## config.mk

```make
export PLATFORM = sky130hd
export DESIGN_NAME = button_press_qualifier_top
export DESIGN_NICKNAME = d
export VERILOG_FILES = /design/src/bpq_pkg.sv /design/src/bpq_cfg_regs.sv /design/src/bpq_core.sv /design/src/button_press_qualifier_top.sv
export SDC_FILE = /design/constraint.sdc
export NUM_CORES = 1
export LEC_CHECK = 0
export BUFFER_PORTS_ARGS = -buffer_cell sky130_fd_sc_hd__buf_4
export CAP_MARGIN = 30
export CELL_PAD_IN_SITES_DETAIL_PLACEMENT = 1
export CELL_PAD_IN_SITES_GLOBAL_PLACEMENT = 1
export CORE_AREA = 3 3 153 155
export CTS_CLUSTER_SIZE = 28
export DETAILED_ROUTE_END_ITERATION = 7
export DIE_AREA = 0 0 156 158
export PLACE_DENSITY_LB_ADDON = 0.15
export SLEW_MARGIN = 10
export SYNTH_ARGS = -nofsm -noshare
export SYNTH_HDL_FRONTEND = slang
export SYNTH_SLANG_ARGS = --single-unit
```

## constraint.sdc

```tcl
create_clock -name clk -period 10.7 [get_ports clk]
set_input_delay 1.07 -clock clk [delete_from_list [all_inputs] [get_ports clk]]
set_output_delay 1.07 -clock clk [all_outputs]
set_load 0.005 [all_outputs]
```

## src/bpq_pkg.sv

```systemverilog
// ----------------------------------------------------------------------------
// bpq_pkg
// shared types, register indexes, action codes and reset values for the
// button press qualifier
// ----------------------------------------------------------------------------
package bpq_pkg;

	localparam int COUNT_WIDTH_DEFAULT = 20;

	// configuration port geometry
	localparam int CFG_INDEX_W = 4;
	localparam int CFG_DATA_W  = 20;

	// field widths of the configuration registers
	localparam int DEBOUNCE_W = 10;
	localparam int LONG_W     = 16;
	localparam int IDLE_W     = 20;
	localparam int REFRESH_W  = 16;

	// reset values of the configuration registers
	localparam logic [DEBOUNCE_W-1:0] DEBOUNCE_RESET = 10'd40;
	localparam logic [LONG_W-1:0]     LONG_RESET     = 16'd1500;
	localparam logic [IDLE_W-1:0]     IDLE_RESET     = 20'd60000;
	localparam logic [REFRESH_W-1:0]  REFRESH_RESET  = 16'd5000;

	typedef enum logic [CFG_INDEX_W-1:0] {
		REG_DEBOUNCE = 4'd0,
		REG_LONG     = 4'd1,
		REG_IDLE     = 4'd2,
		REG_REFRESH  = 4'd3
	} reg_index_t;

	typedef enum logic [1:0] {
		ACT_NONE   = 2'd0,
		ACT_ALERT  = 2'd1,
		ACT_READY  = 2'd2,
		ACT_TOGGLE = 2'd3
	} action_t;

	localparam logic PAGE_HOME = 1'b0;
	localparam logic PAGE_INFO  = 1'b1;
	localparam logic LVL_PRESSED  = 1'b0;
	localparam logic LVL_RELEASED = 1'b1;

	typedef struct packed {
		logic [DEBOUNCE_W-1:0] debounce_ticks;
		logic [LONG_W-1:0]     long_press_ticks;
		logic [IDLE_W-1:0]     idle_timeout_ticks;
		logic [REFRESH_W-1:0]  refresh_period_ticks;
	} bpq_cfg_t;

	typedef struct packed {
		action_t action;
		logic    page;
		logic    refresh_pulse;
		logic    sleep_request;
		logic    debounced_level;
	} bpq_result_t;

endpackage

```

## src/bpq_cfg_regs.sv

```systemverilog
// ----------------------------------------------------------------------------
// bpq_cfg_regs
// configuration register file, written through a valid/ready channel
// ----------------------------------------------------------------------------
module bpq_cfg_regs (
	input  logic                           clk,
	input  logic                           arst_n,
	input  logic                           cfg_valid,
	output logic                           cfg_ready,
	input  logic [bpq_pkg::CFG_INDEX_W-1:0] cfg_index,
	input  logic [bpq_pkg::CFG_DATA_W-1:0]  cfg_data,
	output bpq_pkg::bpq_cfg_t              cfg
);
	import bpq_pkg::*;

	bpq_cfg_t cfg_q;

	assign cfg_ready = 1'b1;
	assign cfg       = cfg_q;

	always_ff @(posedge clk or negedge arst_n) begin
		if (!arst_n) begin
			cfg_q.debounce_ticks       <= DEBOUNCE_RESET;
			cfg_q.long_press_ticks     <= LONG_RESET;
			cfg_q.idle_timeout_ticks   <= IDLE_RESET;
			cfg_q.refresh_period_ticks <= REFRESH_RESET;
		end else if (cfg_valid && cfg_ready) begin
			unique case (reg_index_t'(cfg_index))
				REG_DEBOUNCE: cfg_q.debounce_ticks       <= cfg_data[DEBOUNCE_W-1:0];
				REG_LONG:     cfg_q.long_press_ticks     <= cfg_data[LONG_W-1:0];
				REG_IDLE:     cfg_q.idle_timeout_ticks   <= cfg_data[IDLE_W-1:0];
				REG_REFRESH:  cfg_q.refresh_period_ticks <= cfg_data[REFRESH_W-1:0];
				default: ;
			endcase
		end
	end

endmodule

```

## src/bpq_core.sv

```systemverilog
// ----------------------------------------------------------------------------
// bpq_core
// qualifier state and the per-tick update: debounce, hold, refresh, idle
// ----------------------------------------------------------------------------
module bpq_core #(
	parameter int COUNT_WIDTH = bpq_pkg::COUNT_WIDTH_DEFAULT
) (
	input  logic                 clk,
	input  logic                 arst_n,
	input  logic                 step,
	input  logic                 raw,
	input  bpq_pkg::bpq_cfg_t    cfg,
	output bpq_pkg::bpq_result_t result
);
	import bpq_pkg::*;

	localparam int CMP_W = (COUNT_WIDTH > IDLE_W) ? COUNT_WIDTH : IDLE_W;

	logic                   prev_raw_q;
	logic                   acc_level_q;
	logic [COUNT_WIDTH-1:0] stable_q;
	logic [COUNT_WIDTH-1:0] hold_q;
	logic                   hold_done_q;
	logic [COUNT_WIDTH-1:0] idle_q;
	logic [COUNT_WIDTH-1:0] refresh_q;
	logic                   page_q;

	logic [COUNT_WIDTH-1:0] stable_d, hold_d, idle_d, refresh_d;
	logic [COUNT_WIDTH-1:0] refresh_inc;
	logic                   acc_level_d, hold_done_d, page_d;
	logic                   accept_chg;
	logic                   pulse, sleep;
	action_t                act;

	function automatic logic [COUNT_WIDTH-1:0] sat_inc(input logic [COUNT_WIDTH-1:0] v);
		return (&v) ? v : v + 1'b1;
	endfunction

	always_comb begin
		stable_d    = (raw != prev_raw_q) ? '0 : sat_inc(stable_q);
		hold_d      = sat_inc(hold_q);
		idle_d      = sat_inc(idle_q);
		refresh_inc = sat_inc(refresh_q);
		refresh_d   = refresh_inc;
		acc_level_d = acc_level_q;
		hold_done_d = hold_done_q;
		page_d      = page_q;
		act         = ACT_NONE;
		pulse       = 1'b0;

		// debounced acceptance of a new level
		accept_chg = (CMP_W'(stable_d) > CMP_W'(cfg.debounce_ticks)) && (raw != acc_level_q);
		if (accept_chg) begin
			acc_level_d = raw;
			idle_d      = '0;
			if (raw == LVL_PRESSED) begin
				hold_d      = '0;
				hold_done_d = 1'b0;
			end else if (!hold_done_q) begin
				act    = (page_q == PAGE_HOME) ? ACT_ALERT : ACT_READY;
				page_d = PAGE_HOME;
			end
		end

		// long hold toggles the page once per press
		if (acc_level_d == LVL_PRESSED && !hold_done_d &&
		    CMP_W'(hold_d) >= CMP_W'(cfg.long_press_ticks)) begin
			page_d      = ~page_d;
			hold_done_d = 1'b1;
			idle_d      = '0;
			act         = ACT_TOGGLE;
		end

		if (page_d == PAGE_HOME && acc_level_d == LVL_RELEASED &&
		    CMP_W'(refresh_inc) > CMP_W'(cfg.refresh_period_ticks)) begin
			refresh_d = '0;
			pulse     = 1'b1;
		end

		sleep = (acc_level_d == LVL_RELEASED) &&
		        (CMP_W'(idle_d) > CMP_W'(cfg.idle_timeout_ticks));

		result.action          = act;
		result.page            = page_d;
		result.refresh_pulse   = pulse;
		result.sleep_request   = sleep;
		result.debounced_level = acc_level_d;
	end

	always_ff @(posedge clk or negedge arst_n) begin
		if (!arst_n) begin
			prev_raw_q  <= LVL_RELEASED;
			acc_level_q <= LVL_RELEASED;
			stable_q    <= '0;
			hold_q      <= '0;
			hold_done_q <= 1'b0;
			idle_q      <= '0;
			refresh_q   <= '0;
			page_q      <= PAGE_HOME;
		end else if (step) begin
			prev_raw_q  <= raw;
			acc_level_q <= acc_level_d;
			stable_q    <= stable_d;
			hold_q      <= hold_d;
			hold_done_q <= hold_done_d;
			idle_q      <= idle_d;
			refresh_q   <= refresh_d;
			page_q      <= page_d;
		end
	end

endmodule

```

## src/button_press_qualifier_top.sv

```systemverilog
// ----------------------------------------------------------------------------
// button_press_qualifier_top
// debounce, long-press, refresh and idle-timeout qualifier for one button
// ----------------------------------------------------------------------------
//
//  channel  | handshake                  | payload
//  ---------+----------------------------+------------------------------------
//  sample   | sample_valid, sample_ready | raw_level
//  result   | result_valid, result_ready | action, page, refresh_pulse,
//           |                            | sleep_request, debounced_level
//  cfg      | cfg_valid, cfg_ready       | cfg_index, cfg_data
//
//  one request per cycle sustained while result_ready stays high; a result is
//  presented once its sample has passed the input register, then the update
//  logic into the result register
//  the stage-one update is the only path and is set by the counter compares
//  reset clears qualifier state and loads the register defaults at once
//  a stalled result holds the input stage; sample_ready stays high while the
//  result register drains or is free
//
module button_press_qualifier_top #(
	parameter int COUNT_WIDTH = bpq_pkg::COUNT_WIDTH_DEFAULT
) (
	input  logic                            clk,
	input  logic                            arst_n,
	// sample channel
	input  logic                            sample_valid,
	output logic                            sample_ready,
	input  logic                            raw_level,
	// result channel
	output logic                            result_valid,
	input  logic                            result_ready,
	output logic [1:0]                      action,
	output logic                            page,
	output logic                            refresh_pulse,
	output logic                            sleep_request,
	output logic                            debounced_level,
	// configuration channel
	input  logic                            cfg_valid,
	output logic                            cfg_ready,
	input  logic [bpq_pkg::CFG_INDEX_W-1:0] cfg_index,
	input  logic [bpq_pkg::CFG_DATA_W-1:0]  cfg_data
);
	import bpq_pkg::*;

	bpq_cfg_t    cfg;
	bpq_result_t step_res;
	bpq_result_t res_q;

	// input stage
	logic valid_s1;
	logic raw_s1;
	// result register
	logic res_valid_q;

	logic advance;

	// stage one moves into the result register when that register is free
	// or being emptied in the same cycle
	assign advance      = valid_s1 && (!res_valid_q || result_ready);
	assign sample_ready = !valid_s1 || advance;

	always_ff @(posedge clk or negedge arst_n) begin
		if (!arst_n) begin
			valid_s1 <= 1'b0;
		end else if (sample_ready) begin
			valid_s1 <= sample_valid;
		end
	end

	// payload register, no reset needed
	always_ff @(posedge clk) begin
		if (sample_valid && sample_ready) begin
			raw_s1 <= raw_level;
		end
	end

	bpq_cfg_regs u_cfg (
		.clk       (clk),
		.arst_n    (arst_n),
		.cfg_valid (cfg_valid),
		.cfg_ready (cfg_ready),
		.cfg_index (cfg_index),
		.cfg_data  (cfg_data),
		.cfg       (cfg)
	);

	// qualifier state only advances when the request leaves stage one
	bpq_core #(
		.COUNT_WIDTH (COUNT_WIDTH)
	) u_core (
		.clk    (clk),
		.arst_n (arst_n),
		.step   (advance),
		.raw    (raw_s1),
		.cfg    (cfg),
		.result (step_res)
	);

	always_ff @(posedge clk or negedge arst_n) begin
		if (!arst_n) begin
			res_valid_q <= 1'b0;
		end else if (advance) begin
			res_valid_q <= 1'b1;
		end else if (result_ready) begin
			res_valid_q <= 1'b0;
		end
	end

	always_ff @(posedge clk) begin
		if (advance) begin
			res_q <= step_res;
		end
	end

	assign result_valid    = res_valid_q;
	assign action          = res_q.action;
	assign page            = res_q.page;
	assign refresh_pulse   = res_q.refresh_pulse;
	assign sleep_request   = res_q.sleep_request;
	assign debounced_level = res_q.debounced_level;

`ifndef SYNTHESIS
	// an empty result register never blocks a new sample
	a_ready_when_empty: assert property (@(posedge clk) disable iff (!arst_n)
		!res_valid_q |-> sample_ready)
		else $error("sample_ready low with empty result register");

	// a loaded stage one with a stalled result keeps its request
	a_s1_held: assert property (@(posedge clk) disable iff (!arst_n)
		(valid_s1 && res_valid_q && !result_ready) |=> valid_s1)
		else $error("stage one request lost under stall");

	// sleep only while released
	a_sleep_released: assert property (@(posedge clk) disable iff (!arst_n)
		(result_valid && sleep_request) |-> (debounced_level == LVL_RELEASED))
		else $error("sleep request while pressed");

	// refresh only on the ready page while released
	a_refresh_ready: assert property (@(posedge clk) disable iff (!arst_n)
		(result_valid && refresh_pulse) |->
		(page == PAGE_HOME && debounced_level == LVL_RELEASED))
		else $error("refresh pulse outside ready page");

	// release actions always land on the ready page
	a_release_page: assert property (@(posedge clk) disable iff (!arst_n)
		(result_valid && (action == ACT_ALERT || action == ACT_READY)) |->
		(page == PAGE_HOME))
		else $error("release action left info page selected");
`endif

endmodule

```

==> run summary <==
status -> completed
total gr overflow -> 0
largest net degree at the start of global routing -> 86
share of cells above drive strength 1 -> 14.0%
Clk pwr share -> 34.1%
power density over the cells -> 167 nW/um^2
die height -> 158 um
Worst IR Drop VDD -> 0.0995 mV
Hold EP -> u_cfg.cfg[37]
antenna cells -> 0
sw frac -> 35.1%
CP Launch Type -> flip-flop
Hold WC Path Type -> reg2reg
top_reg_cell synth -> dfrtp_1
GPL Wtd Cong -> 0.814
most frequent cells in the layout -> 160 x nand2_1, 125 x dfrtp_1, 95 x nor2_1
core region area -> 22000 um^2
Comb pwr share -> 24.5%
vias in the first global route -> 8653
Slowest-stage cell, CP -> o41ai_2
crit path DAT -> 8.72 ns
kind of critical path -> reg2reg
cell mode on critical path -> a21oi_1
clk slew on worst S/H paths -> 0.08 ns
drt pass-1 iters -> 4
required time of the critical path -> 10.87 ns
RSZ-0062 raised after global routing -> no
hold path start -> u_cfg.cfg[37]
Final ANT Viol Nets -> 0
CP Capture Type -> flip-flop
Hold Path Stages -> 1
fmax -> 0.117 GHz
Layout Nets -> 1250
Yosys cell types -> 70
Synthesized Nets -> 1225
Final Setup Violations -> 0
Yosys reg bits -> 155
sequential share of power -> 41.4%
area of the die -> 24600 um^2
initial antenna violation count -> 0
Final Slew Violations -> 0
vias -> 8400
sequential cell area fraction in the yosys report -> 39.9%
worst-skew pair later-pin latency -> 0.44 ns
register area -> 3940 um^2
hold_buf cts -> 0
Worst Reg-to-Reg Cells -> 37
die width -> 156 um
Final Hold Fails -> 0
Clock Root Buffer -> clkbuf_16
H-tree levels -> 4
Sink Count -> 155
min cycle time layout -> 8.55 ns
port bufs -> 37
Static Leak -> 5.03 nW
fill cell count -> 2581
Slew headroom -> 43.0%
CTS tree -> done
Critical path origin -> u_core.stable_q[11]
peak fanout along the critical path -> 28
reg-to-reg endpoint -> sleep_request
WL/cell -> 19.2 um
IO Count -> 39
via-per-instance ratio -> 5.81
Post-DP HPWL -> 19.8 mm
Slew @ Worst Pin -> 0.854 ns
global-route wire length before repair -> 46.1 mm
max-cap violations -> 0
max incr delay on CP -> 0.56 ns
non-filler cells, final -> 1447
post-CTS resize count -> 0
commonest non-fill, non-tap cell in the layout -> nand2_1
Ys Warns -> 0
Post-Syn Instances -> 1129
worst r2r src -> u_core.stable_q[11]
synthesis-to-finish area growth -> 12.0%
Post-synth ARST share -> 95.5%
total CTS buffers -> 17
placed insts -> 1414
Clock Skews -> 0.0125 ns
Max clock buf depth -> 2
number of synthesized flops with an enable pin -> 7
WL final -> 27.7 mm
FF-to-FF setup slack -> 2.15 ns
Avg Cell Area, Syn -> 8.76 um^2
Residual DRC -> 0
design internal power -> 1.20 mW
Switch Pwr -> 0.647 mW
fin crit share -> 79.9%
Synth Cell Area -> 9890 um^2
# rows -> 54
Post-CTS Setup Bufs -> 0
area of the multi-input gates -> 5500 um^2
Setup TNS Final -> 0 ns
effective utilization at floorplan -> 45.0%
All-Layer GR Usage -> 23.5%
1st-iter DRT viols -> 320
## worst max-delay path, delay by kind of cell (launching register included)
family / cells / cell delay [ns]
compound gates: 19 / 4.17
xor+xnor: 1 / 0.12
fa+ha+maj: 3 / 0.75
buf+inv: 2 / 0.44
flops: 1 / 0.51
simple gates: 12 / 2.25
## synthesized netlist by cell type (all sizes together) (19+ instances only)
cell	instances	area share, %
nand3	39	2.1
dfrtp	125	32
clkbuf	34	1.3
xnor2	30	2.7
inv	70	2.7
nand2	161	6.1
nor2	96	3.7
a21oi	56	2.9
ha	66	8.4
o21ai	98	5.0
xor2	25	2.2
mux2	36	4.1
nor3	30	1.5
nand4	26	1.7
a22o	19	1.7
dfstp	23	6.1
## layout make-up
type / instances / share of cell area, %
Clock buffer: 17 / 3.84
Clock inverter: 15 / 1.73
Multi-Input combinational cell: 858 / 49.7
Inverter: 70 / 2.37
Timing Repair Buffer: 52 / 3.63
Tap cell: 280 / 3.16
Sequential cell: 155 / 35.6
## logic make-up after synthesis
logic type	count (synthesis)	share of synthesized area, %
multiplexers	39	4.40
flip-flops	155	39.9
buffers and inverters	116	4.64
other	1	0.0379
AO/OA/AOI/OAI	257	16.4
AND/OR/NAND/NOR	440	21.5
adder cells (fa/ha/maj)	66	8.35
XOR/XNOR	55	4.87
## flip-flops by register name, indices dropped and copies added (netlist names), 2 cells and up
name              flops
action                2
u_cfg.cfg            62
u_core.hold_q        20
u_core.idle_q        20
u_core.refresh_q     20
u_core.stable_q      20
## worst max-delay path by stage
stage	slack, ns	cells past startpoint	end
final	2.15	37	sleep_request
after detailed placement	2.07	36	sleep_request
after CTS	2.03	36	sleep_request
after global routing	1.17	37	sleep_request
after global placement	2.46	37	sleep_request
after floorplan	3.06	40	sleep_request
## power by group through the flow
stage                     combinational [mW]  sequential [mW]  clock (mW)
after floorplan                        0.316            0.748           0
after global placement                 0.435            0.767           0
after CTS                              0.458            0.763       0.644
after global routing                   0.523            0.778       0.669
after detailed placement               0.451            0.774           0
final                                  0.453            0.763       0.629
## per-layer routing
layer  part of all wire (%)  GRT usage [%]  routed length [um]  vias up
met4                    1.2           5.34                 341        0
li1                       -              -                   -     4051
met2                     47           39.0               13000      116
met1                     49           32.7               13500     4209
met3                    3.0           3.50                 829       24
met5                      0              0                   0        -
## per-stage QoR
| step | setup slack [ns] | area, um^2 | power [mW] | hold WS, ns | util (%) |
|---|---|---|---|---|---|
| 2_1_floorplan | 3.06 | 9890 | 1.06 | 0.457 | - |
| 3_3_place_gp | 2.46 | 10400 | 1.20 | 0.487 | 47.4 |
| 3_5_place_dp | 2.07 | 10400 | 1.22 | 0.497 | 47.6 |
| 4_1_cts | 2.03 | 11100 | 1.87 | 0.515 | 50.4 |
| 5_1_grt | 1.17 | 11100 | 1.97 | 0.525 | 50.4 |
| 6_report | 2.15 | 11100 | 1.84 | 0.513 | 50.4 |
Note: power is estimated with default switching activity, not from simulation.
